`src/rtl/itrd_pkg.sv`:
```
// shared constants, types and digit encoding for the radix digit converter
package itrd_pkg;

  localparam int VALUE_W    = 31;
  localparam int RADIX_W    = 6;
  localparam int CHAR_W     = 7;
  localparam int MAX_DIGITS = 32;
  localparam int IDX_W      = $clog2(MAX_DIGITS);
  localparam int CNT_W      = IDX_W + 1;
  localparam int BIT_W      = $clog2(VALUE_W);
  localparam int MAX_EMIT   = 31;

  localparam logic [RADIX_W-1:0] RADIX_RESET = RADIX_W'(10);
  localparam logic [RADIX_W-1:0] RADIX_MIN   = RADIX_W'(2);
  localparam logic [RADIX_W-1:0] RADIX_MAX   = RADIX_W'(36);
  localparam logic [RADIX_W-1:0] DEC_LIMIT   = RADIX_W'(10);
  localparam logic [CHAR_W-1:0]  CHAR_ZERO   = CHAR_W'(48);
  localparam logic [CHAR_W-1:0]  CHAR_ALPHA  = CHAR_W'(65);

  typedef struct packed {
    logic load;
    logic div_step;
    logic store;
    logic rd;
    logic emit;
  } itrd_cmd_t;

  typedef struct packed {
    logic div_last;
    logic more;
    logic idx_zero;
  } itrd_sts_t;

  function automatic logic [CHAR_W-1:0] digit_to_char(input logic [RADIX_W-1:0] d);
    logic [CHAR_W-1:0] d_ext;
    d_ext = CHAR_W'(d);
    if (d < DEC_LIMIT) begin
      digit_to_char = CHAR_ZERO + d_ext;
    end else begin
      digit_to_char = CHAR_ALPHA + d_ext - CHAR_W'(DEC_LIMIT);
    end
  endfunction

  function automatic logic [RADIX_W-1:0] sat_base(input logic [RADIX_W-1:0] r);
    if (r < RADIX_MIN) begin
      sat_base = RADIX_MIN;
    end else if (r > RADIX_MAX) begin
      sat_base = RADIX_MAX;
    end else begin
      sat_base = r;
    end
  endfunction

endpackage

```
`src/rtl/integer_to_radix_digits.sv`:
```
// top level of the integer to radix digit string converter
//
// usage: raise start with in_value while busy is low; the word is taken on
// that edge and busy rises on the next cycle
// the base comes from cfg_radix, written with cfg_we while idle; codes
// below 2 act as 2 and codes above 36 act as 36; reset value is 10
// each digit is divided out on a one-bit-per-cycle restoring divider,
// and the remainder is then stored to the digit memory
// digits leave most significant first, each read from memory and then
// output, each on out_digit_char for one cycle with out_valid
// high; out_last_digit marks the final digit; zero gives a single '0'
// the next word is taken after the last digit
// the receiver cannot stall; out_valid strobes are never held back
// reset clears the controller to idle and the base to 10
module integer_to_radix_digits
  import itrd_pkg::*;
(
  input  logic               clk,
  input  logic               rst_n,
  input  logic               start,
  output logic               busy,
  input  logic [VALUE_W-1:0] in_value,
  input  logic               cfg_we,
  input  logic [RADIX_W-1:0] cfg_radix,
  output logic               out_valid,
  output logic [CHAR_W-1:0]  out_digit_char,
  output logic               out_last_digit
);

  itrd_cmd_t cmd;
  itrd_sts_t sts;

  itrd_ctrl u_ctrl (
    .clk       (clk),
    .rst_n     (rst_n),
    .start     (start),
    .busy      (busy),
    .sts       (sts),
    .cmd       (cmd),
    .out_valid (out_valid)
  );

  itrd_dp u_dp (
    .clk            (clk),
    .rst_n          (rst_n),
    .cfg_we         (cfg_we),
    .cfg_wdata      (cfg_radix),
    .in_value       (in_value),
    .cmd            (cmd),
    .sts            (sts),
    .out_digit_char (out_digit_char),
    .out_last_digit (out_last_digit)
  );

endmodule

```
`src/rtl/itrd_ctrl.sv`:
```
// control state machine for the radix digit converter
module itrd_ctrl
  import itrd_pkg::*;
(
  input  logic      clk,
  input  logic      rst_n,
  input  logic      start,
  output logic      busy,
  input  itrd_sts_t sts,
  output itrd_cmd_t cmd,
  output logic      out_valid
);

  typedef enum logic [4:0] {
    ST_IDLE  = 5'b00001,
    ST_DIV   = 5'b00010,
    ST_STORE = 5'b00100,
    ST_RD    = 5'b01000,
    ST_OUT   = 5'b10000
  } state_t;

  state_t state_r, state_nxt;

  always_ff @(posedge clk) begin
    if (!rst_n) begin
      state_r <= ST_IDLE;
    end else begin
      state_r <= state_nxt;
    end
  end

  always_comb begin
    state_nxt = state_r;
    cmd       = '0;
    case (state_r)
      ST_IDLE: begin
        if (start) begin
          cmd.load  = 1'b1;
          state_nxt = ST_DIV;
        end
      end
      ST_DIV: begin
        cmd.div_step = 1'b1;
        if (sts.div_last) begin
          state_nxt = ST_STORE;
        end
      end
      ST_STORE: begin
        cmd.store = 1'b1;
        state_nxt = sts.more ? ST_DIV : ST_RD;
      end
      ST_RD: begin
        cmd.rd    = 1'b1;
        state_nxt = ST_OUT;
      end
      ST_OUT: begin
        cmd.emit  = 1'b1;
        state_nxt = sts.idx_zero ? ST_IDLE : ST_RD;
      end
      default: begin
        state_nxt = ST_IDLE;
      end
    endcase
  end

  assign busy      = (state_r != ST_IDLE);
  assign out_valid = (state_r == ST_OUT);

endmodule

```
`src/rtl/itrd_dp.sv`:
```
// datapath: radix register, bit-serial divider, digit memory and char encode
module itrd_dp
  import itrd_pkg::*;
(
  input  logic               clk,
  input  logic               rst_n,
  input  logic               cfg_we,
  input  logic [RADIX_W-1:0] cfg_wdata,
  input  logic [VALUE_W-1:0] in_value,
  input  itrd_cmd_t          cmd,
  output itrd_sts_t          sts,
  output logic [CHAR_W-1:0]  out_digit_char,
  output logic               out_last_digit
);

  logic [RADIX_W-1:0] radix_r;
  logic [RADIX_W-1:0] base_r;
  logic [VALUE_W-1:0] quot_r;
  logic [RADIX_W-1:0] rem_r;
  logic [BIT_W-1:0]   bit_cnt_r;
  logic [CNT_W-1:0]   ndig_r;
  logic [IDX_W-1:0]   rd_idx_r;
  logic [RADIX_W-1:0] rd_data_r;
  logic [RADIX_W-1:0] mem [MAX_DIGITS];

  logic [RADIX_W:0]   rem_sh;
  logic               ge;
  logic [RADIX_W-1:0] rem_nxt;
  logic [CNT_W-1:0]   ndig_inc;
  logic [IDX_W-1:0]   rd_idx_init;

  assign rem_sh   = {rem_r, quot_r[VALUE_W-1]};
  assign ge       = (rem_sh >= {1'b0, base_r});
  assign rem_nxt  = ge ? RADIX_W'(rem_sh - {1'b0, base_r}) : rem_sh[RADIX_W-1:0];
  assign ndig_inc = ndig_r + CNT_W'(1);

  always_comb begin
    if (ndig_r >= CNT_W'(MAX_EMIT)) begin
      rd_idx_init = IDX_W'(MAX_EMIT - 1);
    end else begin
      rd_idx_init = ndig_r[IDX_W-1:0];
    end
  end

  always_ff @(posedge clk) begin
    if (!rst_n) begin
      radix_r <= RADIX_RESET;
    end else if (cfg_we) begin
      radix_r <= cfg_wdata;
    end
  end

  always_ff @(posedge clk) begin
    if (cmd.load) begin
      quot_r    <= in_value;
      rem_r     <= '0;
      bit_cnt_r <= '0;
      base_r    <= sat_base(radix_r);
      ndig_r    <= '0;
    end else if (cmd.div_step) begin
      quot_r    <= {quot_r[VALUE_W-2:0], ge};
      rem_r     <= rem_nxt;
      bit_cnt_r <= bit_cnt_r + BIT_W'(1);
    end else if (cmd.store) begin
      rem_r     <= '0;
      bit_cnt_r <= '0;
      ndig_r    <= ndig_inc;
      rd_idx_r  <= rd_idx_init;
    end else if (cmd.emit) begin
      rd_idx_r  <= rd_idx_r - IDX_W'(1);
    end
  end

  always_ff @(posedge clk) begin
    if (cmd.store) begin
      mem[ndig_r[IDX_W-1:0]] <= rem_r;
    end
    if (cmd.rd) begin
      rd_data_r <= mem[rd_idx_r];
    end
  end

  assign sts.div_last = (bit_cnt_r == BIT_W'(VALUE_W - 1));
  assign sts.more     = (quot_r != '0) && (ndig_inc < CNT_W'(MAX_DIGITS));
  assign sts.idx_zero = (rd_idx_r == '0);

  assign out_digit_char = digit_to_char(rd_data_r);
  assign out_last_digit = (rd_idx_r == '0);

endmodule
```
`config.mk`:
```
export PLATFORM = sky130hd
export DESIGN_NAME = integer_to_radix_digits
export DESIGN_NICKNAME = d
export VERILOG_FILES = /design/src/rtl/itrd_pkg.sv /design/src/rtl/integer_to_radix_digits.sv /design/src/rtl/itrd_ctrl.sv /design/src/rtl/itrd_dp.sv
export SDC_FILE = /design/constraint.sdc
export NUM_CORES = 1
export LEC_CHECK = 0
export BUFFER_PORTS_ARGS = -buffer_cell sky130_fd_sc_hd__buf_2
export CORE_UTILIZATION = 65
export DETAILED_ROUTE_END_ITERATION = 12
export PLACE_DENSITY = 0.89
export SYNTH_ARGS = -nofsm -noshare
export SYNTH_HDL_FRONTEND = slang
export SYNTH_SLANG_ARGS = --single-unit
export TNS_END_PERCENT = 30
```
`constraint.sdc`:
```
create_clock -name clk -period 5.5 [get_ports clk]
set_clock_uncertainty 0.2 [all_clocks]
set_input_delay 0.55 -clock clk [delete_from_list [all_inputs] [get_ports clk]]
set_output_delay 0.55 -clock clk [all_outputs]
set_load 0.05 [all_outputs]
```
Word level (Yosys, flattened, before mapping)
Memories as Yosys holds them, arrays and structs flattened. A register that Yosys moved wholly into a read port is not among the register bits. Index checks and enable logic that the tools add are counted. Widths: inputs -> output; s select.

Register bits: 70. RAM bits: 192. Bits of input ports: 41. Output and inout port bits: 10. Memories: 1.

Memories: u_dp.mem (depth 32, width 6, read ports 1, clocked after memory_dff 1, wr ports 1, RTL line itrd_dp.sv:24) `logic [RADIX_W-1:0] mem [MAX_DIGITS];`.

Add/subtract/negate cells: 7. Magnitude comparators: 6. Eq/ne operators: 9. Mux-type cells: 25. Bitwise gates (word level): 2. Reduce and logical (&&, ||, !) cells: 10.

Operators by type and width (count): $mux 31 (2); $mux 5 (7); $reduce_bool 31->1 (1); $pmux 5 s5 (1); $mux 6 (4); $eq 5x5->1 const B (2); $mux 1 (8); $mux 4 (2); $add 6x6->7 const A (1); $add 7x6->7 const A (1); $ge 7x6->1 (1); $mux 7 (1); $sub 7x4->7 const B (1); $add 6x1->6 const B (1); $ge 6x5->1 const B (1); $gt 6x6->1 const B (1); $lt 6x2->1 const B (1); $lt 6x4->1 const B (1); $lt 6x6->1 const B (1); $reduce_bool 2->1 (3); $sub 6x6->6 (1); $add 5x1->5 const B (1); $eq 5x1->1 const B (1); $eq 5x2->1 const B (1); other kinds (11) (14).

Depth between registers and ports, before layout
Gate-level depths: netlist (run 1).

Depth in word-level cells: 5. Depth in mapped cells: 10. Gate-level depth less buffers: 9.

By module
A second synthesis (run 1) with hierarchy kept.

Cell total of the unflattened synthesis: 761. Area total of the unflattened synthesis: 11453.5 µm².

By module, submodules not included: itrd_dp (instances 1, cells each 720, area each 11108.2 µm², seq. area each 7667.4 µm²); itrd_ctrl (instances 1, cells each 41, area each 345.3 µm², seq. area each 100.1 µm²).

Worst setup path after synthesis (run 1)
No wires, ideal clock.

Kind: flip-flop to output port. Start: register u_dp.rd_idx_r[0]. End: output out_last_digit. Arrival time: 2039 ps. Data required time: 4750 ps. Setup slack: 2711 ps. Stages on the path, launching flop included: 9. Path buffers: 4. Cells stage by stage: edfxtp_1 -> buf_4 -> buf_6 -> buf_4 -> buf_2 -> inv_1 -> ha_1 -> nand2_1 -> nor2_1.

Word-level cells in the longest chain between the ends: 1.

Ends and longest elaborated chain: start: declaration (RTL line itrd_dp.sv:22) `logic [IDX_W-1:0] rd_idx_r;`; start signal: assignment (RTL line itrd_dp.sv:68) `rd_idx_r <= rd_idx_init;`; start signal: assignment (RTL line itrd_dp.sv:70) `rd_idx_r <= rd_idx_r - IDX_W'(1);`; $logic_not 5->1 (RTL line itrd_dp.sv:88) `assign out_last_digit = (rd_idx_r == '0);`; end: declaration (RTL line integer_to_radix_digits.sv:27) `output logic out_last_digit`.

Every way passes these cells.

Worst setup path in the final report (run 1)
Start: register u_dp.rd_idx_r[2]. End: output out_last_digit.

The elaborated chain is that of the path after synthesis.

==> results of run 1 <==
-- final timing paths --
kind	slack, ns	startpoint	endpoint
max	2.03	u_dp.rd_idx_r[2]$_DFFE_PP_	out_last_digit
min	0.05	cfg_radix[3]	u_dp.radix_r[3]$_SDFFE_PN1P_
max reg2reg	2.50	u_dp.rem_r[1]$_SDFFE_PP0P_	u_dp.rem_r[0]$_SDFFE_PP0P_
min reg2reg	0.31	u_dp.bit_cnt_r[4]$_SDFFE_PP0P_	u_dp.bit_cnt_r[4]$_SDFFE_PP0P_
-- registers in the layout, indices dropped and copies added (netlist names) --
register,cells
u_dp.rd_idx_r,5
u_dp.mem,192
u_dp.radix_r,6
u_dp.rd_data_r,6
u_dp.rem_r,6
u_dp.base_r,6
u_dp.ndig_r,6
u_dp.quot_r,31
u_ctrl.state_r,5
u_dp.bit_cnt_r,5
-- cell usage after synthesis (all sizes together), types with 4 or more instances --
cell type | instances | share of area, %
ha | 16 | 1.8
nand3b | 6 | 0.40
mux2i | 54 | 4.7
nand2 | 129 | 4.3
a21oi | 25 | 1.1
a221oi | 6 | 0.46
dfxtp | 28 | 4.9
nor2b | 12 | 0.66
a221o | 6 | 0.53
xor2 | 5 | 0.38
nand3 | 21 | 0.92
nor4 | 7 | 0.38
and2 | 5 | 0.29
edfxtp | 240 | 63
xnor2 | 11 | 0.85
mux4 | 26 | 5.1
nor2 | 58 | 1.9
clkbuf | 16 | 0.53
nor3b | 5 | 0.53
a22o | 5 | 0.38
a22oi | 12 | 0.79
or2 | 4 | 0.22
o21ai | 15 | 0.66
inv | 18 | 0.59
nor3 | 14 | 0.66
buf | 22 | 1.1
nand4 | 6 | 0.33
-- power by group through the flow --
stage | clock network (mW) | logic, mW | registers (mW)
2_1_floorplan | 0 | 0.127 | 2.33
3_3_place_gp | 0 | 0.168 | 2.33
3_5_place_dp | 0 | 0.175 | 2.34
4_1_cts | 1.78 | 0.177 | 2.29
5_1_grt | 1.86 | 0.197 | 2.30
6_report | 1.76 | 0.176 | 2.29
-- layout make-up --
cell class              count  share of cell area (%)
flip-flops and latches    268                    61.3
well taps                 225                    2.22
multi-input cells         476                    26.6
clock inverters            17                    1.45
inverters                  18                   0.533
repair buffers             59                    2.61
clock buffers              29                    5.29
-- through the flow --
step	util (%)	hold slack, ns	total power, mW
floorplan	-	0.261	2.46
global placement	68.6	0.279	2.50
detailed placement	68.6	0.300	2.51
CTS	73.5	0.0433	4.25
global route	73.5	0.0641	4.36
finish	73.5	0.0500	4.23
-- per-layer routing --
metal | track usage, % | up-vias
met1 | 34.4 | 3266
li1 | - | 3100
met5 | 0 | -
met2 | 43.4 | 343
met4 | 11.0 | 0
met3 | 3.89 | 50
-- kinds of logic after synthesis --
| kind of cell | after synthesis | share of synthesized area (%) |
|---|---|---|
| AO/OA/AOI/OAI | 87 | 5.30 |
| XOR/XNOR | 16 | 1.23 |
| adder cells (fa/ha/maj) | 17 | 1.93 |
| buffers and inverters | 56 | 2.26 |
| flip-flops | 268 | 68.1 |
| multiplexers | 80 | 9.88 |
| AND/OR/NAND/NOR | 276 | 11.3 |
-- worst max-delay path, stage by stage (launching register included) --
cell and delay [ns]:
edfxtp_1 0.68, nor2_1 0.77, nand2_1 0.30, nor2_1 0.15, buf_2 0.29
==> flow_summary.json, run 1 <==
{
  "grt_pass1_vias": 6613,
  "fin_nets": 906,
  "die_w_um": 134,
  "synth-async-reset-ratio_pct": 0,
  "wl_per_cell_um": 20.6,
  "timing.final.ws_setup_ns": 2.03,
  "synth_edf_count": 240,
  "dp_hpwl_um": 14400,
  "wl_met2_um": 11200,
  "setup_viol": 0,
  "root_buffer": "clkbuf_16",
  "power.density_nw_per_um2": 334,
  "stdcell_area_um2": 12700,
  "vias": 6759,
  "htreeDepth": 1,
  "numPortBuffers": 50,
  "dieArea_um2": 18100,
  "nFillCells": 1043,
  "cts_sinks": 268,
  "cts_resized": 0,
  "worst_pin_slew_ns": 1.29,
  "synth_flop_cell": "edfxtp_1",
  "p_leak_nw": 4.58,
  "drive_gt1_share_pct": 16.5,
  "hold_violations": 0,
  "vias_per_cell": 6.19,
  "pwr-share-comb_pct": 4.2,
  "firstDrtPassIters": 5,
  "worstPathMaxFanout": 16,
  "status": "finished clean",
  "worst_hold_path_type": "in -> reg",
  "synthToLayoutAreaGrowth_pct": 11.2,
  "whs_path_depth": 3,
  "hold_buffers": 0,
  "grt_pass1_wl_um": 35300,
  "seqPwrFrac_pct": 54.2,
  "layout_commonest_cell": "edfxtp_1",
  "fmax_mhz": 288,
  "r2r_cells": 6,
  "n_antenna_cell": 0,
  "row_count": 48,
  "routed.top_layer": "met4",
  "path_class": "reg -> out",
  "wirelength_um": 22500,
  "clk_pin_slew_worst_paths_ns": 0.06,
  "crit_path_start_kind": "flop",
  "synth.avg_cell_area_um2": 14.2,
  "critPathRequiredTime_ns": 4.75,
  "layout.area.seq_um2": 7770,
  "switching_share_pct": 20.9,
  "drv_slew": 0,
  "endpoint_kind": "output port",
  "syn_nets": 858,
  "gr-total-overflow": 0,
  "grt_max_degree": 65,
  "finalNonFillerCells": 1092,
  "cap_violations": 0,
  "multi_input_area_um2": 3370,
  "initial_core_util_pct": 66.1,
  "netlist_instances": 800,
  "layout_common_cells": "edfxtp_1, nand2_1, nor2_1, mux2i_1, buf_2",
  "drt-initial-drc-count": 755,
  "fin_crit_ns": 3.47,
  "power.switching_mw": 0.885,
  "synthDistinctLibCells": 60,
  "maxSlewHeadroom_pct": 13.3,
  "yosysSeqAreaShare_pct": 68.1,
  "syn_area_um2": 11400,
  "ant_nets": 0,
  "grt_use_total_pct": 26.0,
  "grt_antenna_before_repair": 0,
  "insertion_delay_ns": 0.52,
  "met1_length_um": 8990,
  "pwr-share-clk_pct": 41.6,
  "cp_data_arrival_time_ns": 2.72,
  "met3_length_um": 1560,
  "cts_setup_buffers": 0,
  "peakVddDrop_v": 0.000290,
  "synth-seq-cells": 268,
  "drc_errors": 0,
  "placed_cells": 1046,
  "die_h_um": 134,
  "io_pins": 51,
  "p_int_mw": 3.35,
  "cts-buffers-inserted": 25,
  "fin_setup_tns_ns": 0,
  "place_congestion": 0.902,
  "cts_buffer_depth": 3,
  "post-place-ws_ns": 2.51,
  "rsz0062_at_grt": "false",
  "fin_crit_sh_pct": 63.2,
  "tritoncts": "yes",
  "synth.yosys.warnings": 0,
  "core_um2": 17200,
  "detailed_place.area_um2": 11800
}
Note: power is estimated with default switching activity, not from simulation.
==> run 2: changes to the inputs <==
Settings changed: ABC_AREA set to 1, CORE_UTILIZATION 65 to 61, PLACE_DENSITY 0.89 to 0.84.
Clock period 5.5 ns to 3.6 ns, I/O delays scaled along.
==> flow_summary.json, run 2 <==
{
  "io_pins": 51,
  "numPortBuffers": 50,
  "synth_top_area_share_pct": 61.3,
  "drive_gt1_share_pct": 9.70,
  "synthTopCellsByCount": "nand2_1, edfxtp_1, nor2_1, o21ai_0, inv_1",
  "cts_sinks": 268,
  "grt_pass1_vias": 8307,
  "fin_setup_tns_ns": 0,
  "synth_largest_area_cell": "edfxtp_1",
  "synth_edf_count": 240,
  "pwr-share-comb_pct": 8.9,
  "endpoint_kind": "output port",
  "largest_reg_flops": 192,
  "htreeDepth": 1,
  "drv_slew": 0,
  "drt-initial-drc-count": 901,
  "tritoncts": "yes",
  "rsz0062_at_grt": "false",
  "fin_crit_sh_pct": 82.2,
  "crit_path_start_kind": "flop",
  "hold_violations": 0,
  "synth_most_common_cell": "nand2_1",
  "dp_hpwl_um": 15600,
  "crit_path_top_delay_cell": "edfxtp_1",
  "row_count": 50,
  "die_h_um": 141,
  "wl_per_cell_um": 18.7,
  "worstPathMaxFanout": 5,
  "insertion_delay_ns": 0.53,
  "power.density_nw_per_um2": 520,
  "firstDrtPassIters": 6,
  "fmax_mhz": 338,
  "synthToLayoutAreaGrowth_pct": 14.0,
  "root_buffer": "clkbuf_16",
  "fin_nets": 1246,
  "synth_flop_cell": "edfxtp_1",
  "vias": 8484,
  "post-place-ws_ns": 1.01,
  "worst_hold_path_type": "in -> reg",
  "clk_pin_slew_worst_paths_ns": 0.06,
  "grt_pass1_wl_um": 42600,
  "finalNonFillerCells": 1440,
  "seqPwrFrac_pct": 52.0,
  "synthDistinctLibCells": 44,
  "worst_pin_slew_ns": 0.951,
  "n_antenna_cell": 0,
  "pwr-share-clk_pct": 39.0,
  "initial_core_util_pct": 62.6,
  "path_class": "reg -> out",
  "timing.final.ws_setup_ns": 0.640,
  "placed_cells": 1350,
  "crit_path_cell_trace": "inv_1 > ha_1 > nand3_1 > nand2_1 > a31oi_1 > inv_1 > nand2_1 > xor2_1 > buf_2",
  "cts_resized": 0,
  "layout_common_cells": "nand2_1, edfxtp_1, nor2_1, o21ai_0, inv_1",
  "vias_per_cell": 5.89,
  "cts-buffers-inserted": 27,
  "synth.yosys.warnings": 0,
  "critPathRequiredTime_ns": 3.04,
  "synth.avg_cell_area_um2": 10.7,
  "dieArea_um2": 19800,
  "grt_antenna_before_repair": 0,
  "setup_viol": 0,
  "p_leak_nw": 5.11,
  "cap_violations": 0,
  "status": "finished clean",
  "power.switching_mw": 1.60,
  "grt_use_total_pct": 27.9,
  "ant_nets": 0,
  "maxSlewHeadroom_pct": 36.6,
  "synth-seq-cells": 268,
  "max_stage_delay_ns": 0.41,
  "hold_buffers": 43,
  "cts_buffer_depth": 3,
  "die_w_um": 141,
  "drc_errors": 0,
  "switching_share_pct": 22.9,
  "yosys-top-cells-area": "edfxtp_1, nand2_1, dfxtp_1",
  "syn_area_um2": 11700,
  "synth-async-reset-ratio_pct": 0,
  "final_util_pct": 71.4,
  "fin_crit_ns": 2.96,
  "layout_commonest_cell": "nand2_1",
  "place_congestion": 0.895,
  "cts_setup_buffers": 0,
  "peakVddDrop_v": 0.000490,
  "syn_nets": 1160,
  "yosysSeqAreaShare_pct": 66.1,
  "grt_max_degree": 100,
  "wirelength_um": 27000,
  "core_um2": 18800,
  "p_int_mw": 5.37,
  "gr-total-overflow": 0,
  "cp_data_arrival_time_ns": 2.40,
  "netlist_instances": 1102
}
[run 2: through the flow]
stage / instance area (µm²) / hold slack [ns] / total power, mW
after global routing: 13400 / 0.0701 / 7.18
after global placement: 12100 / 0.260 / 4.22
after detailed placement: 12100 / 0.260 / 4.24
final: 13400 / 0.0409 / 6.97
after floorplan: 11700 / 0.244 / 4.09
after CTS: 13400 / 0.0163 / 6.95
[run 2: layout make-up]
class,count,area [µm²]
clock inverter,14,155
inverter,88,333
multi-input combinational,698,3380
timing repair buffer,105,771
fill,1226,5370
sequential,268,7770
clock buffer,33,698
tap,234,293
[run 2: worst paths after layout]
path         cells after the start                           start  slack (ns)                      endpoint
max                              9     u_dp.rd_data_r[4]$_DFFE_PN_        0.64             out_digit_char[2]
min                              3                          cfg_we        0.04  u_dp.radix_r[2]$_SDFFE_PN0P_
max reg2reg                      6  u_ctrl.state_r[2]$_SDFFE_PN0P_        0.93     u_dp.mem[28][3]$_DFFE_PP_
min reg2reg                      0    u_dp.radix_r[5]$_SDFFE_PN0P_        0.28  u_dp.base_r[5]$_SDFFCE_PP0P_
[run 2: per-layer routing]
metal / global-route usage (%) / share of wire (%) / vias to the layer above
li1: - / - / 3975
met2: 48.4 / 50 / 460
met3: 4.21 / 8.1 / 68
met5: 0 / 0 / -
met1: 35.5 / 39 / 3981
met4: 10.9 / 3.3 / 0
[run 2: worst max-delay path: cells and delay by family, from the launching register on]
| family | cells | cell delay (ns) |
|---|---|---|
| adders and majority gates | 1 | 0.21 |
| DFF | 1 | 0.41 |
| buffers and inverters | 3 | 0.52 |
| AOI/OAI and AO/OA | 1 | 0.33 |
| and+or+nand+nor | 3 | 0.25 |
| xor gates and xnor gates | 1 | 0.14 |
[run 2: cells by family after synthesis]
| family | Yosys count | synth area share (%) |
|---|---|---|
| simple gates | 447 | 15.6 |
| compound gates | 224 | 10.6 |
| buf+inv | 136 | 5.10 |
| xor+xnor | 10 | 0.745 |
| fa+ha+maj | 17 | 1.87 |
| flops | 268 | 66.1 |
[run 2: power by group through the flow]
stage	combinational [mW]	clock (mW)	sequential, mW
after floorplan	0.387	0	3.70
after global placement	0.539	0	3.68
after detailed placement	0.555	0	3.69
after CTS	0.596	2.74	3.62
after global routing	0.699	2.85	3.63
final	0.623	2.72	3.62
